<file path="src/sv/alec_pkg.sv">
`timescale 1ns / 1ps
// ----------------------------------------------------------------------------
// alec_pkg
// Shared types and codes for the array list engine: transaction payloads,
// operation codes, status codes and the default list capacity.
// ----------------------------------------------------------------------------
package alec_pkg;

    // Default number of list entries
    localparam int CAPACITY = 8;

    // Width of the rotate step count
    localparam int STEP_W = 16;

    // Operation codes
    localparam logic [2:0] ACT_INSERT = 3'd0;
    localparam logic [2:0] ACT_DELETE = 3'd1;
    localparam logic [2:0] ACT_SEARCH = 3'd2;
    localparam logic [2:0] ACT_ROTATE = 3'd3;
    localparam logic [2:0] ACT_READ   = 3'd4;

    // Status codes
    localparam logic [2:0] ST_OK       = 3'd0;
    localparam logic [2:0] ST_FULL     = 3'd1;
    localparam logic [2:0] ST_EMPTY    = 3'd2;
    localparam logic [2:0] ST_BADPOS   = 3'd3;
    localparam logic [2:0] ST_NOTFOUND = 3'd4;

    // Operation transaction
    typedef struct packed {
        logic [2:0]         action;
        logic [3:0]         position;
        logic signed [31:0] value;
        logic [STEP_W-1:0]  rotate_steps;
    } t_in_item;

    // Result transaction
    typedef struct packed {
        logic [2:0]         status;
        logic [2:0]         found_index;
        logic signed [31:0] item_value;
        logic [3:0]         entry_count;
        logic               last;
    } t_out_item;

endpackage

</file>
<file path="src/sv/array_list_engine_core.sv">
`timescale 1ns / 1ps
// ----------------------------------------------------------------------------
// array_list_engine_core
// Fixed-capacity ordered list of signed 32-bit values: insert, delete,
// search, rotate right and read-out, executed as walks over list memory.
// ----------------------------------------------------------------------------
//  channel   dir   handshake                  payload
//  in        in    i_in_valid / o_in_ready    i_in_item  (alec_pkg::t_in_item)
//  out       out   o_out_valid / i_out_ready  o_out_item (alec_pkg::t_out_item)
//
//  One operation at a time; o_in_ready is high only when the sequencer idles.
//  Insert shifts entries up from the tail, delete shifts them down, search
//  and read-out walk from the head, and rotate forms a bit-serial remainder,
//  then makes one copy pass into the spare bank.
//  All walks go through the one read port of the list memory.
//  Reset (synchronous, active low) empties the list; no clearing pass.
//  A held result in the output register stalls only read-out and responses.
// ----------------------------------------------------------------------------
module array_list_engine_core #(
    parameter int CAPACITY = alec_pkg::CAPACITY
) (
    input  logic                i_clk,
    input  logic                i_rst_n,
    input  logic                i_in_valid,
    output logic                o_in_ready,
    input  alec_pkg::t_in_item  i_in_item,
    output logic                o_out_valid,
    input  logic                i_out_ready,
    output alec_pkg::t_out_item o_out_item
);

    localparam int IW = (CAPACITY > 1) ? $clog2(CAPACITY) : 1;
    localparam int CW = $clog2(CAPACITY + 1);

    // Sequencer states
    localparam logic [3:0] S_IDLE    = 4'd0;
    localparam logic [3:0] S_INS     = 4'd1;
    localparam logic [3:0] S_INS_PUT = 4'd2;
    localparam logic [3:0] S_DEL     = 4'd3;
    localparam logic [3:0] S_SRCH    = 4'd4;
    localparam logic [3:0] S_MOD     = 4'd5;
    localparam logic [3:0] S_ROT     = 4'd6;
    localparam logic [3:0] S_RDO     = 4'd7;
    localparam logic [3:0] S_RESP    = 4'd8;

    logic [3:0]    r_state, n_state;
    logic [IW-1:0] r_idx, n_idx;
    logic [IW-1:0] r_dst, n_dst;
    logic [IW-1:0] r_pos, n_pos;
    logic [IW-1:0] r_found, n_found;
    logic [CW-1:0] r_cnt, n_cnt;
    logic          r_bank, n_bank;
    logic [31:0]   r_val, n_val;
    logic [2:0]    r_status, n_status;

    logic                r_out_vld;
    alec_pkg::t_out_item r_out;

    logic                w_emit;
    alec_pkg::t_out_item w_emit_item;
    logic                w_free;

    logic [31:0]   w_q0, w_q1, w_q;
    logic          w_we;
    logic          w_wbank;
    logic [IW-1:0] w_waddr;
    logic [31:0]   w_wdata;

    logic          w_mod_start;
    logic          w_mod_done;
    logic [CW-1:0] w_mod_rem;

    logic [CW+3:0] w_pos_ext;
    logic [CW+3:0] w_cnt_ext;
    logic [IW-1:0] w_pos_idx;
    logic [CW-1:0] w_cnt_m1;
    logic [IW-1:0] w_last_idx;
    logic          w_full;
    logic          w_empty;
    logic [CW+3:0] w_cnt_out;
    logic [IW+2:0] w_found_out;

    // Operand compares and conversions
    always_comb begin
        w_pos_ext   = {{CW{1'b0}}, i_in_item.position};
        w_cnt_ext   = {4'b0000, r_cnt};
        w_pos_idx   = w_pos_ext[IW-1:0];
        w_cnt_m1    = r_cnt - CW'(1);
        w_last_idx  = w_cnt_m1[IW-1:0];
        w_full      = (r_cnt >= CW'(CAPACITY));
        w_empty     = (r_cnt == '0);
        w_cnt_out   = {4'b0000, r_cnt};
        w_found_out = {3'b000, r_found};
        w_q         = r_bank ? w_q1 : w_q0;
        w_free      = !r_out_vld || i_out_ready;
    end

    // Sequencer: decode the operation, then walk the list
    always_comb begin
        n_state     = r_state;
        n_idx       = r_idx;
        n_dst       = r_dst;
        n_pos       = r_pos;
        n_found     = r_found;
        n_cnt       = r_cnt;
        n_bank      = r_bank;
        n_val       = r_val;
        n_status    = r_status;
        w_mod_start = 1'b0;
        w_emit      = 1'b0;
        w_emit_item = '0;
        unique case (r_state)
            S_IDLE: begin
                if (i_in_valid) begin
                    n_pos    = w_pos_idx;
                    n_val    = i_in_item.value;
                    n_found  = '0;
                    n_status = alec_pkg::ST_OK;
                    n_state  = S_RESP;
                    unique case (i_in_item.action)
                        alec_pkg::ACT_INSERT: begin
                            if (w_full) begin
                                n_status = alec_pkg::ST_FULL;
                            end else if (w_pos_ext > w_cnt_ext) begin
                                n_status = alec_pkg::ST_BADPOS;
                            end else if (w_pos_ext == w_cnt_ext) begin
                                n_state = S_INS_PUT;
                            end else begin
                                n_idx   = w_last_idx;
                                n_state = S_INS;
                            end
                        end
                        alec_pkg::ACT_DELETE: begin
                            if (w_empty) begin
                                n_status = alec_pkg::ST_EMPTY;
                            end else if (w_pos_ext >= w_cnt_ext) begin
                                n_status = alec_pkg::ST_BADPOS;
                            end else if (w_pos_idx == w_last_idx) begin
                                n_cnt = w_cnt_m1;
                            end else begin
                                n_idx   = w_pos_idx + IW'(1);
                                n_state = S_DEL;
                            end
                        end
                        alec_pkg::ACT_SEARCH: begin
                            if (w_empty) begin
                                n_status = alec_pkg::ST_NOTFOUND;
                            end else begin
                                n_idx   = '0;
                                n_state = S_SRCH;
                            end
                        end
                        alec_pkg::ACT_ROTATE: begin
                            if (w_empty) begin
                                n_status = alec_pkg::ST_EMPTY;
                            end else begin
                                n_idx       = '0;
                                w_mod_start = 1'b1;
                                n_state     = S_MOD;
                            end
                        end
                        alec_pkg::ACT_READ: begin
                            if (w_empty) begin
                                n_status = alec_pkg::ST_EMPTY;
                            end else begin
                                n_idx   = '0;
                                n_state = S_RDO;
                            end
                        end
                        default: begin
                            n_status = alec_pkg::ST_BADPOS;
                        end
                    endcase
                end
            end
            S_INS: begin
                if (r_idx == r_pos) begin
                    n_state = S_INS_PUT;
                end else begin
                    n_idx = r_idx - IW'(1);
                end
            end
            S_INS_PUT: begin
                n_cnt   = r_cnt + CW'(1);
                n_state = S_RESP;
            end
            S_DEL: begin
                if (r_idx == w_last_idx) begin
                    n_cnt   = w_cnt_m1;
                    n_state = S_RESP;
                end else begin
                    n_idx = r_idx + IW'(1);
                end
            end
            S_SRCH: begin
                if (w_q == r_val) begin
                    n_found = r_idx;
                    n_state = S_RESP;
                end else if (r_idx == w_last_idx) begin
                    n_status = alec_pkg::ST_NOTFOUND;
                    n_state  = S_RESP;
                end else begin
                    n_idx = r_idx + IW'(1);
                end
            end
            S_MOD: begin
                if (w_mod_done) begin
                    n_dst   = w_mod_rem[IW-1:0];
                    n_state = S_ROT;
                end
            end
            S_ROT: begin
                n_dst = (r_dst == w_last_idx) ? '0 : (r_dst + IW'(1));
                if (r_idx == w_last_idx) begin
                    n_bank  = !r_bank;
                    n_state = S_RESP;
                end else begin
                    n_idx = r_idx + IW'(1);
                end
            end
            S_RDO: begin
                if (w_free) begin
                    w_emit                  = 1'b1;
                    w_emit_item.status      = alec_pkg::ST_OK;
                    w_emit_item.item_value  = w_q;
                    w_emit_item.entry_count = w_cnt_out[3:0];
                    w_emit_item.last        = (r_idx == w_last_idx);
                    if (r_idx == w_last_idx) begin
                        n_state = S_IDLE;
                    end else begin
                        n_idx = r_idx + IW'(1);
                    end
                end
            end
            S_RESP: begin
                if (w_free) begin
                    w_emit                  = 1'b1;
                    w_emit_item.status      = r_status;
                    w_emit_item.found_index = w_found_out[2:0];
                    w_emit_item.entry_count = w_cnt_out[3:0];
                    w_emit_item.last        = 1'b1;
                    n_state                 = S_IDLE;
                end
            end
            default: begin
                n_state = S_IDLE;
            end
        endcase
    end

    // Memory write: shift up, place value, shift down, copy to spare bank
    always_comb begin
        w_we    = 1'b0;
        w_wbank = r_bank;
        w_waddr = r_idx;
        w_wdata = w_q;
        unique case (r_state)
            S_INS: begin
                w_we    = 1'b1;
                w_waddr = r_idx + IW'(1);
            end
            S_INS_PUT: begin
                w_we    = 1'b1;
                w_waddr = r_pos;
                w_wdata = r_val;
            end
            S_DEL: begin
                w_we    = 1'b1;
                w_waddr = r_idx - IW'(1);
            end
            S_ROT: begin
                w_we    = 1'b1;
                w_wbank = !r_bank;
                w_waddr = r_dst;
            end
            default: begin
                w_we = 1'b0;
            end
        endcase
    end

    // Hold control state
    always_ff @(posedge i_clk) begin
        if (!i_rst_n) begin
            r_state   <= S_IDLE;
            r_cnt     <= '0;
            r_bank    <= 1'b0;
            r_out_vld <= 1'b0;
        end else begin
            r_state <= n_state;
            r_cnt   <= n_cnt;
            r_bank  <= n_bank;
            if (w_emit) begin
                r_out_vld <= 1'b1;
            end else if (i_out_ready) begin
                r_out_vld <= 1'b0;
            end
        end
    end

    // Hold working registers and the output payload
    always_ff @(posedge i_clk) begin
        r_idx    <= n_idx;
        r_dst    <= n_dst;
        r_pos    <= n_pos;
        r_found  <= n_found;
        r_val    <= n_val;
        r_status <= n_status;
        if (w_emit) begin
            r_out <= w_emit_item;
        end
    end

    // List banks; a rotate copies into the spare bank and swaps
    alec_ram #(
        .WIDTH (32),
        .DEPTH (CAPACITY)
    ) u_bank0 (
        .i_clk   (i_clk),
        .i_we    (w_we && !w_wbank),
        .i_waddr (w_waddr),
        .i_wdata (w_wdata),
        .i_raddr (n_idx),
        .o_rdata (w_q0)
    );

    alec_ram #(
        .WIDTH (32),
        .DEPTH (CAPACITY)
    ) u_bank1 (
        .i_clk   (i_clk),
        .i_we    (w_we && w_wbank),
        .i_waddr (w_waddr),
        .i_wdata (w_wdata),
        .i_raddr (n_idx),
        .o_rdata (w_q1)
    );

    // Step count reduction for rotate
    alec_mod #(
        .CW (CW)
    ) u_mod (
        .i_clk      (i_clk),
        .i_rst_n    (i_rst_n),
        .i_start    (w_mod_start),
        .i_dividend (i_in_item.rotate_steps),
        .i_divisor  (r_cnt),
        .o_done     (w_mod_done),
        .o_rem      (w_mod_rem)
    );

    assign o_in_ready  = (r_state == S_IDLE);
    assign o_out_valid = r_out_vld;
    assign o_out_item  = r_out;

`ifndef SYNTHESIS
    // Count never exceeds capacity
    a_cnt_range: assert property (@(posedge i_clk) disable iff (!i_rst_n)
        r_cnt <= CW'(CAPACITY))
        else $error("entry count above capacity");

    // Count moves by at most one per cycle
    a_cnt_step: assert property (@(posedge i_clk) disable iff (!i_rst_n)
        (r_cnt == $past(r_cnt)) || (r_cnt == $past(r_cnt) + CW'(1))
        || (r_cnt + CW'(1) == $past(r_cnt)))
        else $error("entry count jumped");

    // Bank swaps only at the end of a rotate copy
    a_bank_swap: assert property (@(posedge i_clk) disable iff (!i_rst_n)
        (r_bank != $past(r_bank)) |-> ($past(r_state) == S_ROT))
        else $error("bank swapped outside rotate");

    // Shift-up walk stays inside a list with room
    a_ins_room: assert property (@(posedge i_clk) disable iff (!i_rst_n)
        (r_state == S_INS) |-> ((r_cnt < CW'(CAPACITY)) && (r_idx >= r_pos)))
        else $error("insert walk out of range");
`endif

endmodule

</file>
<file path="src/sv/alec_ram.sv">
`timescale 1ns / 1ps
// ----------------------------------------------------------------------------
// alec_ram
// Generic single-write, single-read synchronous RAM with registered read
// data (read-before-write on an address collision).
// ----------------------------------------------------------------------------
module alec_ram #(
    parameter int WIDTH = 32,
    parameter int DEPTH = 8
) (
    input  logic                                        i_clk,
    input  logic                                        i_we,
    input  logic [((DEPTH > 1) ? $clog2(DEPTH) : 1)-1:0] i_waddr,
    input  logic [WIDTH-1:0]                            i_wdata,
    input  logic [((DEPTH > 1) ? $clog2(DEPTH) : 1)-1:0] i_raddr,
    output logic [WIDTH-1:0]                            o_rdata
);

    logic [WIDTH-1:0] r_mem [DEPTH];
    logic [WIDTH-1:0] r_rdata;

    // Write port and registered read port
    always_ff @(posedge i_clk) begin
        if (i_we) begin
            r_mem[i_waddr] <= i_wdata;
        end
        r_rdata <= r_mem[i_raddr];
    end

    assign o_rdata = r_rdata;

endmodule

</file>
<file path="src/sv/alec_mod.sv">
`timescale 1ns / 1ps
// ----------------------------------------------------------------------------
// alec_mod
// Iterative remainder unit: reduces the rotate step count modulo the entry
// count, one dividend bit per cycle (restoring scheme).
// ----------------------------------------------------------------------------
module alec_mod #(
    parameter int CW = 4
) (
    input  logic                       i_clk,
    input  logic                       i_rst_n,
    input  logic                       i_start,
    input  logic [alec_pkg::STEP_W-1:0] i_dividend,
    input  logic [CW-1:0]              i_divisor,
    output logic                       o_done,
    output logic [CW-1:0]              o_rem
);

    localparam int BW = $clog2(alec_pkg::STEP_W);

    logic                        r_busy;
    logic                        r_done;
    logic [BW-1:0]               r_bit;
    logic [alec_pkg::STEP_W-1:0] r_num;
    logic [CW-1:0]               r_div;
    logic [CW-1:0]               r_rem;

    logic [CW:0] w_trial;
    logic        w_ge;
    logic [CW:0] w_next;

    // Shift in the next dividend bit and subtract when it fits
    always_comb begin
        w_trial = {r_rem, r_num[r_bit]};
        w_ge    = (w_trial >= {1'b0, r_div});
        w_next  = w_ge ? (w_trial - {1'b0, r_div}) : w_trial;
    end

    // Control: start, count down bits, flag done
    always_ff @(posedge i_clk) begin
        if (!i_rst_n) begin
            r_busy <= 1'b0;
            r_done <= 1'b0;
        end else begin
            r_done <= r_busy && (r_bit == '0);
            if (i_start) begin
                r_busy <= 1'b1;
            end else if (r_bit == '0) begin
                r_busy <= 1'b0;
            end
        end
    end

    // Datapath: latch operands, iterate the partial remainder
    always_ff @(posedge i_clk) begin
        if (i_start) begin
            r_num <= i_dividend;
            r_div <= i_divisor;
            r_rem <= '0;
            r_bit <= BW'(alec_pkg::STEP_W - 1);
        end else if (r_busy) begin
            r_rem <= w_next[CW-1:0];
            r_bit <= r_bit - BW'(1);
        end
    end

    assign o_done = r_done;
    assign o_rem  = r_rem;

`ifndef SYNTHESIS
    // Remainder must be below the divisor when reported
    a_rem_range: assert property (@(posedge i_clk) disable iff (!i_rst_n)
        o_done |-> (r_rem < r_div))
        else $error("remainder not below divisor");
`endif

endmodule
</file>
<file path="config.mk">
export PLATFORM = sky130hd
export DESIGN_NAME = array_list_engine_core
export DESIGN_NICKNAME = d
export VERILOG_FILES = /design/src/sv/alec_pkg.sv /design/src/sv/array_list_engine_core.sv /design/src/sv/alec_ram.sv /design/src/sv/alec_mod.sv
export SDC_FILE = /design/constraint.sdc
export NUM_CORES = 1
export LEC_CHECK = 0
export ABC_AREA = 1
export BUFFER_PORTS_ARGS = -buffer_cell sky130_fd_sc_hd__buf_4
export CAP_MARGIN = 40
export CELL_PAD_IN_SITES_DETAIL_PLACEMENT = 1
export CELL_PAD_IN_SITES_GLOBAL_PLACEMENT = 2
export CORE_MARGIN = 2
export CORE_UTILIZATION = 40
export DETAILED_ROUTE_END_ITERATION = 12
export PLACE_DENSITY = 0.87
export SYNTH_ARGS = -nofsm -noshare
export SYNTH_HDL_FRONTEND = slang
export SYNTH_SLANG_ARGS = --single-unit
</file>
<file path="constraint.sdc">
create_clock -name i_clk -period 6.3 [get_ports i_clk]
set_clock_uncertainty 0.15 [all_clocks]
set_input_delay 0.63 -clock i_clk [delete_from_list [all_inputs] [get_ports i_clk]]
set_output_delay 0.63 -clock i_clk [all_outputs]
set_load 0.01 [all_outputs]
</file>
==> results.json, run 1 <==
{
  "dr.pass1.iters": 7,
  "synth_area_per_cell_um2": 9.56,
  "core-area_um2": 80200,
  "cts_root_buffer": "clkbuf_16",
  "areaGrowthSynthToFinish_pct": 15.0,
  "dr_total_vias": 24113,
  "whs_path_depth": 1,
  "wl_met1_um": 43800,
  "swShare": 0.401,
  "final-max-slew-violation-count": 0,
  "die_area_um2": 82800,
  "n_fill_cell": 9060,
  "worstSetupStartpointType": "flip-flop",
  "synth-async-reset-ratio": 0,
  "wl_met2_um": 48300,
  "multi_input_area_um2": 8590,
  "drive_above_1_share": 0.0965,
  "ctsHtreeMaxLevel": 3,
  "vias_per_cell": 5.26,
  "gr-total-overflow": 0,
  "power_per_cell_area_nw_per_um2": 496,
  "synth_edf_count": 619,
  "worst_r2r_path_depth": 14,
  "min_path_type": "input port to flip-flop",
  "p_sw_uw": 7360,
  "ff_latch_area_um2": 20300,
  "worst_slack_ns": 1.68,
  "cpMaxStageDelayCell": "buf_12",
  "syn_nets": 3444,
  "grt_pass1_vias": 24636,
  "maxSlewHeadroom": 0.309,
  "fmax_mhz": 216,
  "synth_seq_cells": 706,
  "die_w_um": 288,
  "path_delay_family": "simple AND/OR/NAND/NOR gates",
  "mostFrequentLayoutCells": "920 x nand2_1, 662 x inv_1, 619 x edfxtp_1",
  "path_buf_inv": 2,
  "worstSetupEndpointType": "flip-flop",
  "pre_cts_ws_ns": 1.68,
  "maxCapViolations": 0,
  "io_buffer_count": 103,
  "crit_chain": "inv_1, ha_1, xnor2_1, a21oi_1, nand2_1, xor2_1, nand2_8, nand3_4, buf_12, nand2_1, nand3_1, nand2_1, nand2_1, nand2_1",
  "slowest_delay_ns": 0.65,
  "period_share": 0.734,
  "status": "complete, no violations",
  "dpl.hpwl_um": 60000,
  "grt_max_degree": 201,
  "path_depth": 14,
  "clock_latency_ns": 0.64,
  "worst_pin_slew_ns": 1.04,
  "cell_internal_pwr_uw": 11000,
  "die_h_um": 288,
  "final_hold_viol_count": 0,
  "synth-main-ff-cell": "edfxtp_1",
  "peakVddDrop_mv": 0.459,
  "antenna_found_initial": 1,
  "mostFrequentLayoutCell": "nand2_1",
  "ant_nets": 0,
  "yosys_warnings": 0,
  "setup_viol": 0,
  "synth_cell_types": 43,
  "grt_pass1_wl_um": 151000,
  "grt_util_all_layers": 0.241,
  "fin_nets": 3534,
  "wl_met3_um": 5070,
  "tns_ns": 0,
  "drt_iter0_drc": 1989,
  "synth_cells": 3369,
  "clockPowerShare": 0.244,
  "p_seq_frac": 0.366,
  "leakage_uw": 0.0163,
  "grt_setup_unrepaired": "no",
  "cp.arrival_ns": 4.97,
  "routedWlPerCell_um": 21.9,
  "yosysSeqAreaShare": 0.631,
  "crit_path_frequent_cell": "nand2_1",
  "cts_max_path_buffers": 3,
  "numCtsBuffers": 76,
  "io_pins": 104,
  "routed.top_layer": "met4",
  "cp.required_ns": 6.65,
  "path_class": "flip-flop to flip-flop",
  "r2r_setup_slack_ns": 1.68,
  "cts_sinks": 706,
  "initial_utilization": 0.402,
  "crit_path_max_fanout": 200,
  "pwr-share-comb": 0.390,
  "postCtsSetupRepairBufs": 0,
  "rows": 104,
  "cts_tree": "done",
  "clk_pin_slew_ns": 0.06,
  "totalWireLength_um": 100000,
  "gp_congestion": 0.866,
  "num_antenna_cells": 0,
  "remaining_drc_errors": 0,
  "syn_area_um2": 32200,
  "fin_crit_ns": 4.62
}
[repair_timing]
item | 4_1_cts | 5_1_grt
hold buffers | 2 | 0
gates resized for setup | 0 | 0
endpoints found under the setup margin | 0 | 0
endpoints found under the hold margin | 2 | 0
[metrics by stage]
step	total power [µW]	cells	hold slack [ns]	instance area, µm²	utilization
floorplan	11400	3369	0.307	32200	-
global placement	13700	4422	0.329	34100	0.426
detailed placement	13900	4439	0.342	34500	0.431
CTS	18400	4582	0.0000939	37000	0.462
global route	19400	4582	0.00523	37000	0.462
finish	18400	4582	0.0317	37000	0.462
[state kept, by name, indices dropped and copies added, names as in the netlist]
name and cells:
u_bank0.r_mem 256, u_bank1.r_mem 256, o_out_item 43, r_val 32, u_bank0.o_rdata 32, u_bank1.o_rdata 32
u_mod.r_num 16, r_cnt 4, r_state 4, u_mod.o_rem 4, u_mod.r_bit 4, u_mod.r_div 4
r_dst 3, r_found 3, r_idx 3, r_pos 3, r_status 3, o_out_valid 1
r_bank 1, u_mod.o_done 1, u_mod.r_busy 1
[final timing paths]
kind,from,to
max reg2reg,r_cnt[0],u_bank1.o_rdata[15]
max,r_cnt[0],u_bank1.o_rdata[15]
min,i_in_item[40],r_val[24]
min reg2reg,u_mod.o_rem[0],u_mod.o_rem[0]
[metal layers]
layer / vias up / GRT usage
met4: 0 / 0.0799
met3: 150 / 0.0281
met2: 701 / 0.406
met1: 12054 / 0.323
li1: 11208 / -
met5: - / 0
[power by group through the flow]
stage	combinational [µW]	sequential (µW)	clock [µW]
floorplan	4690	6670	0
global placement	6920	6800	0
detailed placement	7100	6810	0
CTS	7180	6720	4550
global route	7970	6760	4720
finish	7160	6720	4470
[synthesized netlist by cell type (7+ instances only)]
cell,instances,area share
nand2_1,921,0.11
inv_1,664,0.077
edfxtp_1,619,0.58
nand3_1,316,0.049
nand4_1,259,0.050
buf_2,134,0.021
nor2_1,127,0.015
dfxtp_1,87,0.054
o21ai_0,70,0.011
a21oi_1,37,0.0058
clkbuf_1,22,0.0026
buf_4,19,0.0044
ha_1,15,0.0058
xor2_1,13,0.0035
nand3b_1,7,0.0016
xnor2_1,7,0.0019
[kinds of logic (layout without fill, tap and decap cells)]
kind of cell    after synthesis  count (layout)  synth area share
xor+xnor                     20              20           0.00544
fa+ha+maj                    16              16           0.00645
simple gates               1650            1650             0.228
buf+inv                     848            1001             0.107
flops                       706             706             0.631
compound gates              129             129            0.0218
[final cells by class]
cell class	count	area share
clock buffers	111	0.0593
clock inverters	30	0.00770
inverters	668	0.0679
multi-input cells	1815	0.232
flip-flops and latches	706	0.549
well taps	1060	0.0358
repair buffers	192	0.0482
[worst reg2reg max path: stages, from the launching register on]
cell and delay [ns]:
dfxtp_1 0.51, inv_1 0.20, ha_1 0.44, xnor2_1 0.16, a21oi_1 0.14, nand2_1 0.32
xor2_1 0.46, nand2_8 0.47, nand3_4 0.28, buf_12 0.65, nand2_1 0.37, nand3_1 0.15
nand2_1 0.07, nand2_1 0.06, nand2_1 0.06
(Power assumes the default switching activity.)
==> run 2, diff against run 1 <==
- clock period: 6.3 -> 4.6 ns (I/O delays scaled with it)
==> run 2 against run 1 <==
Sequential share of layout area decreased by 1.0 points. Combinational power increased by 41%. Routed wire length increased by 2.1%. Worst hold slack improved by 0.023 ns. Cell area increased by 1.9%. Critical endpoint is now u_bank0.o_rdata[22]. Highest routed layer unchanged.
==> results.json, run 2 (synthesis gave the netlist of run 1 again) <==
{
  "status": "complete, no violations",
  "crit_path_start": "r_bank",
  "ant_nets": 0,
  "setup_viol": 0,
  "r2r-end": "u_bank0.o_rdata[22]",
  "crit_path_max_fanout": 161,
  "r2r_setup_slack_ns": 0.56,
  "postCtsSetupRepairBufs": 0,
  "core-area_um2": 80200,
  "fin_crit_ns": 4.04,
  "die_w_um": 288,
  "path_class": "flip-flop to flip-flop",
  "maxSlewHeadroom": 0.414,
  "dr.pass1.iters": 5,
  "p_sw_uw": 10200,
  "grt_setup_unrepaired": "no",
  "hold_start": "i_in_item[52]",
  "power_per_cell_area_nw_per_um2": 683,
  "swShare": 0.394,
  "worstSetupStartpointType": "flip-flop",
  "fmax_mhz": 248,
  "peakVddDrop_mv": 0.466,
  "drive_above_1_share": 0.0964,
  "grt_pass1_vias": 25219,
  "grt_max_degree": 162,
  "worst_r2r_path_depth": 19,
  "clock_latency_ns": 0.63,
  "final-max-slew-violation-count": 0,
  "leakage_uw": 0.0166,
  "worstReg2RegStart": "r_bank",
  "cts_tree": "done",
  "gp_congestion": 0.877,
  "dr_total_vias": 24521,
  "die_h_um": 288,
  "routedWlPerCell_um": 22.1,
  "die_area_um2": 82800,
  "period_share": 0.878,
  "n_fill_cell": 8952,
  "cp.arrival_ns": 4.40,
  "rows": 104,
  "p_seq_frac": 0.356,
  "postLayoutCoreUtil": 0.471,
  "clockPowerShare": 0.252,
  "vias_per_cell": 5.29,
  "io_buffer_count": 103,
  "initial_utilization": 0.402,
  "dpl.hpwl_um": 56000,
  "io_pins": 104,
  "hold_end": "r_status[2]",
  "whs_path_depth": 2,
  "areaGrowthSynthToFinish_pct": 17.2,
  "cell_internal_pwr_uw": 15600,
  "worstSetupEndpointType": "flip-flop",
  "cp.required_ns": 4.96,
  "maxCapViolations": 0,
  "fin_nets": 3588,
  "grt_pass1_wl_um": 155000,
  "totalWireLength_um": 102000,
  "cts_sinks": 706,
  "drt_iter0_drc": 1969,
  "fin_hold_ws_ns": 0.0550,
  "num_antenna_cells": 0,
  "mostFrequentLayoutCell": "nand2_1",
  "gr-total-overflow": 0,
  "min_path_type": "input port to flip-flop",
  "remaining_drc_errors": 0,
  "antenna_found_initial": 1,
  "final_hold_viol_count": 0,
  "numCtsBuffers": 77,
  "ctsHtreeMaxLevel": 3,
  "tns_ns": 0,
  "clk_pin_slew_ns": 0.06,
  "pwr-share-comb": 0.392,
  "mostFrequentLayoutCells": "920 x nand2_1, 662 x inv_1, 619 x edfxtp_1",
  "cts_max_path_buffers": 3,
  "cts_root_buffer": "clkbuf_16",
  "grt_util_all_layers": 0.246,
  "worst_pin_slew_ns": 0.870
}
==> run 2: cell types whose count changed in the layout (fill, tap and decap cells not counted), moves of 2 or more <==
cell	change
clkinv_2	+2
buf_4	-5
bufinv_16	+7
clkbuf_1	-7
clkbuf_16	+2
dlygate4sd3_1	+50
clkinv_1	+7
buf_16	-9
buf_12	+18
clkbuf_8	-7
==> run 2: how the worst max path moves through the flow <==
stage                                endpoint  slack [ns]  cells after the start
final                     u_bank0.o_rdata[22]        0.56                     19
after CTS                 u_bank0.o_rdata[22]        0.62                     19
after global placement    u_bank1.o_rdata[25]        0.68                     20
after floorplan                u_mod.o_rem[3]        0.11                     10
after detailed placement  u_bank1.o_rdata[25]        0.64                     20
after global routing      u_bank0.o_rdata[22]        0.25                     19
==> run 2: cell type report <==
| class | instances | area [µm²] | share of cell area |
|---|---|---|---|
| clock buffer | 99 | 2120 | 0.0563 |
| clock inverter | 44 | 514 | 0.0136 |
| sequential | 706 | 20300 | 0.539 |
| timing repair buffer | 245 | 2340 | 0.0621 |
| tap | 1060 | 1330 | 0.0351 |
| inverter | 668 | 2510 | 0.0666 |
| multi-input combinational | 1815 | 8590 | 0.228 |
==> run 2: per-stage QoR <==
step | cells | total power [µW] | cell area [µm²] | setup WS (ns)
2_1_floorplan | 3369 | 15600 | 32200 | 0.114
3_3_place_gp | 4442 | 19000 | 34600 | 0.682
3_5_place_dp | 4442 | 19200 | 34600 | 0.644
4_1_cts | 4637 | 25900 | 37700 | 0.617
5_1_grt | 4637 | 27300 | 37700 | 0.246
6_report | 4637 | 25800 | 37700 | 0.561
==> run 2: power by group through the flow <==
stage               registers, µW  logic [µW]  clock network (µW)
finish                       9180       10100                6500
global route                 9230       11300                6830
CTS                          9170       10100                6580
detailed placement           9280        9950                   0
global placement             9270        9730                   0
floorplan                    9140        6430                   0
==> run 2: metal layers <==
metal  global-route usage  share of wire  vias to the layer above
li1                     -              -                    11297
met1                0.324           0.42                    12270
met2                0.422           0.49                      778
met3               0.0348          0.061                      176
met4               0.0736          0.027                        0
met5                    0              0                        -
==> run 2: repair_timing <==
action | in CTS | in global routing
resized for setup | 0 | 0
hold endpoints to repair | 52 | 0
hold buffers | 52 | 0
endpoints found under the setup margin | 0 | 0
==> run 2: critical path: stages (launching register included) <==
cell and delay [ns]:
dfxtp_2 0.35, buf_4 0.50, nand2_1 0.20, nand3_1 0.15, nand2_1 0.08, inv_1 0.16
nand2_1 0.14, nor2_1 0.11, nand2_1 0.09, nor2_1 0.12, nand2_1 0.09, nand2_1 0.09
nand2_1 0.18, nand2_8 0.14, buf_12 0.59, nand4_1 0.24, nand3_1 0.18, nand2_1 0.08
nand2_1 0.07, nand2_1 0.07
